**src/sv/indrnn_pkg.sv**
```systemverilog
// Shared types, widths and the tanh knot table of the recurrent neuron core.
// Depends on nothing; indrnn_act and indrnn_cell_forward_core import it.
package indrnn_pkg;

	localparam int LANES      = 1024;
	localparam int LANE_WIDTH = 10;
	localparam int ADDR_WIDTH = $clog2(LANES);
	localparam int DATA_WIDTH = 16;
	localparam int FRAC_BITS  = 12;
	localparam int PROD_WIDTH = 2 * DATA_WIDTH;
	localparam int KNOT_WIDTH = 13;
	localparam int FRAC_WIDTH = 11;
	localparam int IDX_WIDTH  = 5;

	localparam logic [IDX_WIDTH-1:0]  TANH_LAST_IDX = 5'd16;
	localparam logic [KNOT_WIDTH-1:0] TANH_ONE      = 13'd4096;

	localparam logic ACT_RELU = 1'b0;
	localparam logic ACT_TANH = 1'b1;

	typedef struct packed {
		logic [LANE_WIDTH-1:0]        lane;
		logic signed [DATA_WIDTH-1:0] sample;
		logic signed [DATA_WIDTH-1:0] weight;
		logic signed [DATA_WIDTH-1:0] initial_hidden;
		logic                         first_step;
	} req_beat_t;

	typedef struct packed {
		logic [LANE_WIDTH-1:0]        out_lane;
		logic signed [DATA_WIDTH-1:0] hidden_out;
		logic                         saturated;
	} rsp_beat_t;

	// Knots of tanh sampled every 0.5, scaled by 4096.
	function automatic logic [KNOT_WIDTH-1:0] tanh_knot(input logic [IDX_WIDTH-1:0] k);
		logic [KNOT_WIDTH-1:0] v;
		case (k)
			5'd0:    v = 13'd0;
			5'd1:    v = 13'd1893;
			5'd2:    v = 13'd3119;
			5'd3:    v = 13'd3707;
			5'd4:    v = 13'd3949;
			5'd5:    v = 13'd4041;
			5'd6:    v = 13'd4076;
			5'd7:    v = 13'd4089;
			5'd8:    v = 13'd4093;
			5'd9:    v = 13'd4095;
			default: v = TANH_ONE;
		endcase
		return v;
	endfunction

endpackage

```
**src/sv/indrnn_act.sv**
```systemverilog
// Activation unit: ReLU or piecewise-linear odd tanh on a saturated Q4.12 sum.
// Depends on indrnn_pkg for widths and the knot table.
module indrnn_act import indrnn_pkg::*; (
	input  logic                         act_sel,
	input  logic signed [DATA_WIDTH-1:0] x,
	output logic signed [DATA_WIDTH-1:0] y
);

	logic                    neg;
	logic [DATA_WIDTH:0]     mag_wide;
	logic [DATA_WIDTH-1:0]   mag;
	logic [IDX_WIDTH-1:0]    idx;
	logic [FRAC_WIDTH-1:0]   frac;
	logic [KNOT_WIDTH-1:0]   knot_lo;
	logic [KNOT_WIDTH-1:0]   knot_hi;
	logic [KNOT_WIDTH-1:0]   delta;
	logic [KNOT_WIDTH+FRAC_WIDTH-1:0] interp;
	logic [KNOT_WIDTH-1:0]   step;
	logic [KNOT_WIDTH-1:0]   tmag;
	logic signed [DATA_WIDTH-1:0] tanh_y;
	logic signed [DATA_WIDTH-1:0] relu_y;

	always_comb begin
		neg      = x[DATA_WIDTH-1];
		mag_wide = neg ? (-{x[DATA_WIDTH-1], x}) : {x[DATA_WIDTH-1], x};
		// The magnitude of the most negative code still fits as unsigned.
		mag      = mag_wide[DATA_WIDTH-1:0];
		idx      = mag[DATA_WIDTH-1:FRAC_WIDTH];
		frac     = mag[FRAC_WIDTH-1:0];
		knot_lo  = tanh_knot(idx);
		knot_hi  = tanh_knot(idx + 5'd1);
		delta    = knot_hi - knot_lo;
		interp   = ({{FRAC_WIDTH{1'b0}}, delta} * {{KNOT_WIDTH{1'b0}}, frac})
		         + (KNOT_WIDTH+FRAC_WIDTH)'(1024);
		step     = interp[KNOT_WIDTH+FRAC_WIDTH-1:FRAC_WIDTH];
		if (idx >= TANH_LAST_IDX) begin
			tmag = TANH_ONE;
		end else begin
			tmag = knot_lo + step;
		end
		tanh_y = neg ? -$signed({{(DATA_WIDTH-KNOT_WIDTH){1'b0}}, tmag})
		             :  $signed({{(DATA_WIDTH-KNOT_WIDTH){1'b0}}, tmag});
		relu_y = neg ? '0 : x;
		y      = (act_sel == ACT_TANH) ? tanh_y : relu_y;
	end

endmodule

```
**config.mk**
```make
export PLATFORM = sky130hd
export DESIGN_NAME = indrnn_act
export DESIGN_NICKNAME = d
export VERILOG_FILES = /design/src/sv/indrnn_pkg.sv /design/src/sv/indrnn_act.sv
export SDC_FILE = /design/constraint.sdc
export NUM_CORES = 1
export LEC_CHECK = 0
export ABC_AREA = 0
export BUFFER_PORTS_ARGS = -buffer_cell sky130_fd_sc_hd__buf_2
export CAP_MARGIN = 25
export CORE_MARGIN = 10
export CORE_UTILIZATION = 60
export DETAILED_ROUTE_END_ITERATION = 12
export PLACE_DENSITY = 0.8
export SETUP_SLACK_MARGIN = 0.2
export SYNTH_ARGS = -nofsm -noshare
export SYNTH_HDL_FRONTEND = slang
export SYNTH_SLANG_ARGS = --single-unit
```
**constraint.sdc**
```tcl
create_clock -name vclk -period 14.75
set_input_delay 0.7375 -clock vclk [all_inputs]
set_output_delay 0.7375 -clock vclk [all_outputs]
set_load 0.01 [all_outputs]
```
# Word-level counts from Yosys, hierarchy flattened
# Memories as Yosys holds them, arrays and structs flattened.
# Cells that the tools add are included.
[totals]
elab_cells = 17
output_inout_bits = 16
rom_bits = 416
reg_bits = 0
input_bits = 17
mem_count = 2
[op_classes]
magnitude_cmp = 1
mul = 1
n_addsub = 6
muxes = 7
[memory_table]
columns = ["memory", "depth", "word_bits", "rd", "rd_ports_with_merged_regs", "write_ports", "line_no", "source"]
rows = [
  ["(name not given)", 16, 13, 1, 0, 0, "indrnn_pkg.sv:38", "case (k)"],
  ["(name not given)", 16, 13, 1, 0, 0, "indrnn_pkg.sv:38", ""],
]
[ops]
columns = ["op", "n"]
rows = [
  ["16-bit two-way mux", 3],
  ["13-bit two-way mux", 3],
  ["24-bit by 11-bit adder with 24-bit output (second input constant)", 1],
  ["13-bit by 11-bit multiplier with 24-bit output", 1],
  ["13-bit negator with 16-bit output", 1],
  ["16-bit negator", 1],
  ["15-bit two-way mux", 1],
  ["13-bit adder", 1],
  ["13-bit subtractor", 1],
  ["5-bit by 1-bit adder with 5-bit output (second input constant)", 1],
  ["5-bit greater-or-equal comparator (second input constant)", 1],
]

# Depth between registers and ports, before layout
# Gate-level depths: netlist of the first run.
# An unclocked memory read counts as a cell.
[logic_depth]
word_depth = 13
ltp_mapped = 52
depth_no_buf = 50

# Worst setup path after synthesis of the first run
# No wires, ideal clock.
[synth_timing]
path_kind = "input to output"
from = "input port x[0]"
to = "output port y[11]"
stages = 51
n_path_buf = 4
t_required_ns = 14.012
arrival_time_ns = 11.759
path_slack_ns = 2.253
path_cell_list = "inv_1 clkbuf_1 ha_1 nand2b_1 o41ai_2 xnor2_1 ha_1 inv_1 ha_1 clkbuf_1 a31oi_1 nor2_1 ha_1 nor2b_1 o21ai_0 a21boi_0 o21ai_0 a21boi_0 [15 not listed] o21ai_0 nand2b_1 a21oi_1 nor2_1 a21oi_1 inv_1 a21oi_1 xnor2_1 ha_1 and3_1 o21a_1 o31a_1 o21a_1 or3_1 buf_1 and3_1 mux2_2 a22o_1"
[synth_via]
elab_chain_len = 13
word_cells_on_any_way = 16
cone_classes = "6 x add/sub; 1 x mul; 1 x order compare; 6 x mux; 2 x memory"
[synth_rtl]
columns = ["item", "line_no", "source"]
rows = [
  ["from (decl)", "indrnn_act.sv:5", "input logic signed [DATA_WIDTH-1:0] x,"],
  ["16-bit negator", "indrnn_act.sv:25", "mag_wide = neg ? (-{x[DATA_WIDTH-1], x}) : {x[DATA_WIDTH-1], x};"],
  ["16-bit two-way mux (*)", "indrnn_act.sv:25", ""],
  ["5-bit by 1-bit adder with 5-bit output", "indrnn_act.sv:31", "knot_hi = tanh_knot(idx + 5'd1);"],
  ["memory read 16 x 13 bit", "n/a", ""],
  ["13-bit two-way mux", "indrnn_pkg.sv:38", ""],
  ["13-bit subtractor", "indrnn_act.sv:32", "delta = knot_hi - knot_lo;"],
  ["13-bit by 11-bit multiplier with 24-bit output", "indrnn_act.sv:33", "interp = ({{FRAC_WIDTH{1'b0}}, delta} * {{KNOT_WIDTH{1'b0}}, frac})"],
  ["24-bit by 11-bit adder with 24-bit output", "indrnn_act.sv:34", "+ (KNOT_WIDTH+FRAC_WIDTH)'(1024);"],
  ["13-bit adder", "indrnn_act.sv:39", "tmag = knot_lo + step;"],
  ["13-bit two-way mux (*)", "indrnn_act.sv:36", "if (idx >= TANH_LAST_IDX) begin"],
  ["13-bit negator with 16-bit output", "indrnn_act.sv:41", "tanh_y = neg ? -$signed({{(DATA_WIDTH-KNOT_WIDTH){1'b0}}, tmag})"],
  ["16-bit two-way mux (*)", "indrnn_act.sv:41", ""],
  ["16-bit two-way mux (*)", "indrnn_act.sv:44", "y = (act_sel == ACT_TANH) ? tanh_y : relu_y;"],
  ["to (decl)", "indrnn_act.sv:6", "output logic signed [DATA_WIDTH-1:0] y"],
]
# Mark *: on every way between the ends. The rest lies on a longest branch, timed or not.

# Final worst setup path of the first run
[layout_timing]
from = "input port x[0]"
to = "output port y[10]"
# The elaborated chain is that of the path after synthesis.

==> summary.txt, run 1 <==
Logic synthesis
  – Top cell type's share of synthesized area: 28.5%
  – Synthesized area per cell: 7.79 um^2
  – Post-synthesis cell area: 0.00696 mm^2
  – Post-Synthesis Cells: 893
  – Yosys cell types: 66
  – Synth top area cells: fa_1 (28%), ha_1 (18%), inv_1 (7.4%)
  – Most common cell in the synthesized netlist: inv_1
  – Area leader, netlist: fa_1
  – YS warnings: 0
  – Sequential area share after synthesis: 0%
  – Syn Nets: 1110
  – Synth top cells by count: inv_1 (137), nor2_1 (118), ha_1 (101)

Cells and area
  – Final-stage net count: 1128
  – FF/Latch Area: 0 um^2
  – Antenna Cells: 0
  – Area Overhead vs Synth: 4.77%
  – # clk buffers: 0
  – Seq cells: 0
  – Layout cells sized above 1: 8.69%

Routing
  – Drt first pass iters: 5
  – Number of remaining DRC errors: 0
  – Post-DRT Antenna Nets: 0
  – Drt total wl: 17.5 mm
  – Wire per inst: 16.7 um
  – Via count: 6187
  – Iter 0 DRT Violations: 382
  – Post-DR vias/cell: 5.88

Floorplanning
  – Die Ht: 128 um
  – Die area: 0.0163 mm^2
  – Initial core utilization: 61.2%
  – Row count: 39
  – Core Region: 0.0114 mm^2
  – Die Width: 128 um
  – I/O pins: 33

Outcome
  – Status: completed

Worst setup path
  – WP data arrival: 12.90 ns
  – Slowest cell on the critical path: fa_1
  – Worst path max stage delay: 0.55 ns
  – Worst EP required: 14.01 ns
  – Endpoint class of the critical path: output pin
  – Worst Path Max Fanout: 12
  – Crit. Startpoint: x[0]
  – Critical path class: input port to output pin
  – CP startpoint kind: input port

Global routing
  – Global-route wire length before repair: 30.3 mm
  – Initial antenna violation count: 0
  – Met2 Use GR: 37.4%
  – Global Route met3 Usage: 2.23%
  – Total Routing Usage GR: 21.9%
  – Pin count of the biggest net entering global routing: 32
  – Gr ovfl total: 0
  – GR Util met1: 28.9%
  – GRT busiest layer: met2
  – Vias in the first global route: 6316

Clock network
  – # hold bufs at CTS: 0
  – Setup bufs post-CTS: 0
  – Post_cts resized: 0

Timing
  – RSZ-0062 raised after global routing: false
  – Sum Neg Setup Slack: 0 ns
  – Max_slew headroom: 27.9%
  – Max Slew Vio Count: 0
  – Max Freq: 0.0733 GHz
  – Final Hold Fails: 0
  – Worst-Margin Slew: 1.08 ns
  – Min Tclk post-route: 13.63 ns
  – Final setup violation count: 0
  – Tcrit/Tclk final: 92.4%

Min path
  – Hold Path Class: input port to output pin
  – Hold Path Origin: x[13]

Run
  – Max Cap Violations: 0

Placement
  – Placer congestion estimate: 0.929
  – PortBufs: 33
  – HPWL Detailed: 15.0 mm
layer usage:
layer | wire [um] | share of wire, %
met4 | 549 | 3.1
met3 | 1040 | 5.9
met1 | 7730 | 44
met2 | 8230 | 47
met5 | 0 | 0
layout make-up:
| type | count | area [um^2] |
|---|---|---|
| Timing Repair Buffer | 47 | 270 |
| Tap cell | 143 | 179 |
| Multi-Input combinational cell | 725 | 6320 |
| Inverter | 137 | 514 |
| Fill cell | 1048 | 4080 |
placed cells by master (no fill, tap or decap), types with 3 or more instances in the layout:
cell and n:
inv_1 137, nor2_1 118, ha_1 101, fa_1 99, nand2_1 69, a21oi_1 35, buf_2 33, o21ai_0 31
xnor2_1 31, nor3_1 23, nand2b_1 22, xor2_1 19, buf_4 14, nand3_1 12, or3_1 12, or2_2 11
nor2b_1 10, a21o_1 10, a31oi_1 10, o22ai_1 7, and3_1 6, o31ai_1 6, mux2i_1 6, mux2_2 6
a21boi_0 5, nor4_1 5, o31a_1 4, o21a_1 4, a211oi_1 4, o211ai_1 3, or4_1 3, and2_1 3
o21bai_1 3, and4_1 3
per-stage QoR:
step	util [%]	cells	hold slack, ns	setup WS (ns)	area (um^2)
2_1_floorplan	-	893	1.63	2.25	6960
5_1_grt	64.1	1052	1.92	0.316	7290
3_3_place_gp	64.0	1051	1.87	1.13	7280
3_5_place_dp	64.0	1051	1.86	0.917	7280
6_report	64.1	1052	1.87	1.12	7290
4_1_cts	64.0	1051	1.87	0.868	7280
cell families (layout without fill, tap and decap cells):
family	after synthesis	after routing	synth area share, %
and+or+nand+nor	318	318	22.1
adders and majority gates	200	200	46.7
buffers and inverters	168	184	9.17
AOI/OAI and AO/OA	143	143	13.5
xor gates and xnor gates	52	52	6.76
muxes	12	12	1.83
worst max-delay path: cells and delay by family:
| kind | cells | cell delay, ns |
|---|---|---|
| XOR/XNOR | 4 | 0.84 |
| adder cells (fa/ha/maj) | 9 | 3.82 |
| multiplexers | 1 | 0.28 |
| AND/OR/NAND/NOR | 9 | 1.45 |
| buffers and inverters | 8 | 1.22 |
| AO/OA/AOI/OAI | 16 | 4.54 |
worst paths after layout:
| kind | end | cells past startpoint |
|---|---|---|
| worst min-delay path | y[13] | 4 |
| worst max-delay path | y[10] | 47 |
Power of run 1 is left out: the tool's default activity adds up to more than one toggle a clock period on the data nets, which glitch-free logic cannot reach.
==> run 2, diff against run 1 <==
- CORE_MARGIN: 10 -> 2
- PLACE_DENSITY: 0.8 -> unset
- PLACE_DENSITY_LB_ADDON: unset -> 0.1
==> run 2 against run 1 <==
Compared with the run above:
- die area fell by 23%
- final cell count rose by 0.19%
- flip-flop and latch count did not move
- utilization rose by 0.13 points
- worst setup slack improved by 0.10 ns
==> summary.txt, run 2 (synthesis results as in run 1) <==
Outcome
  – Status: completed (unchanged)

Timing
  – Final Hold Fails: 0 (unchanged)
  – Min Tclk post-route: 13.53 ns (was 13.63 ns)
  – Max Freq: 0.0739 GHz (was 0.0733 GHz)
  – Max_slew headroom: 41.3% (was 27.9%)
  – Final setup violation count: 0 (unchanged)
  – Worst-Margin Slew: 0.874 ns (was 1.08 ns)
  – Sum Neg Setup Slack: 0 ns (unchanged)
  – Tcrit/Tclk final: 91.8% (was 92.4%)
  – RSZ-0062 raised after global routing: false (unchanged)
  – Max Slew Vio Count: 0 (unchanged)

Worst setup path
  – Slowest cell on the critical path: xor2_1 (was fa_1)
  – Worst EP required: 14.01 ns (about the same)
  – Endpoint class of the critical path: output pin (unchanged)
  – Critical path class: input port to output pin (unchanged)
  – Worst path max stage delay: 0.64 ns (was 0.55 ns)
  – WP data arrival: 12.80 ns (was 12.90 ns)
  – Worst Path Max Fanout: 12 (unchanged)
  – CP startpoint kind: input port (unchanged)

Routing
  – Number of remaining DRC errors: 0 (unchanged)
  – Drt first pass iters: 5 (unchanged)
  – Drt total wl: 18.4 mm (was 17.5 mm)
  – Post-DRT Antenna Nets: 0 (unchanged)
  – Via count: 6266 (was 6187)
  – Iter 0 DRT Violations: 436 (was 382)
  – Post-DR vias/cell: 5.94 (was 5.88)
  – Wire per inst: 17.5 um (was 16.7 um)

Floorplanning
  – Initial core utilization: 61.2% (unchanged)
  – Core Region: 0.0114 mm^2 (unchanged)
  – Die area: 0.0125 mm^2 (was 0.0163 mm^2)
  – Die Width: 112 um (was 128 um)
  – Row count: 39 (unchanged)
  – I/O pins: 33 (unchanged)
  – Die Ht: 112 um (was 128 um)

Clock network
  – Post_cts resized: 0 (unchanged)
  – Setup bufs post-CTS: 0 (unchanged)
  – # hold bufs at CTS: 0 (unchanged)

Cells and area
  – Final-stage net count: 1130 (was 1128)
  – Commonest non-fill, non-tap cell in the layout: inv_1 (unchanged)
  – Most frequent cells in the layout: inv_1 (137), nor2_1 (118), ha_1 (101), fa_1 (99), nand2_1 (69) (unchanged)
  – Antenna Cells: 0 (unchanged)
  – # clk buffers: 0 (unchanged)
  – Seq cells: 0 (unchanged)
  – FF/Latch Area: 0 um^2 (unchanged)
  – Area Overhead vs Synth: 4.98% (was 4.77%)
  – Layout cells sized above 1: 8.89% (was 8.69%)
  – Utilization after layout: 64.2% (was 64.1%)

Global routing
  – Vias in the first global route: 6296 (was 6316)
  – Pin count of the biggest net entering global routing: 32 (unchanged)
  – Gr ovfl total: 0 (unchanged)
  – Initial antenna violation count: 0 (unchanged)
  – Total Routing Usage GR: 30.1% (was 21.9%)
  – Global-route wire length before repair: 30.9 mm (was 30.3 mm)

Placement
  – HPWL Detailed: 15.6 mm (was 15.0 mm)
  – Placer congestion estimate: 0.955 (was 0.929)
  – PortBufs: 33 (unchanged)

Min path
  – Hold Path Class: input port to output pin (unchanged)

Run
  – Max Cap Violations: 0 (unchanged)
-- run 2: through the flow --
step	hold slack [ns]	cells	area (um^2)	worst slack, ns
4_1_cts	1.87	1054	7300	1.27
3_3_place_gp	1.86	1051	7280	1.13
2_1_floorplan	1.63	893	6960	2.25
5_1_grt	1.91	1054	7300	0.244
3_5_place_dp	1.87	1054	7300	1.32
6_report	1.89	1054	7300	1.22
-- run 2: worst paths after layout --
kind / start / endpoint / slack (ns) / depth (start not counted)
worst min-delay path: x[13] / y[13] / 1.89 / 4
worst max-delay path: x[0] / y[10] / 1.22 / 47
-- run 2: cell type report --
type               count  area (um^2)
fillers             1055         4070
inverters            137          514
multi-input cells    725         6320
well taps            143          179
repair buffers        49          285
-- run 2: critical path: cells and delay by family --
family / cells / cell delay (ns)
xor+xnor: 4 / 1.46
fa+ha+maj: 9 / 3.47
compound gates: 16 / 4.05
simple gates: 9 / 1.52
mux: 1 / 0.28
buf+inv: 8 / 1.24
-- run 2: per-layer routing --
| metal | up-vias | routed length, um | global-route usage [%] |
|---|---|---|---|
| met3 | 47 | 1130 | 3.81 |
| met2 | 188 | 8750 | 50.5 |
| met5 | - | 0 | 0 |
| met4 | 0 | 495 | 7.33 |
| li1 | 2987 | - | - |
| met1 | 3044 | 8070 | 41.7 |
Power of run 2 is left out for the same reason.
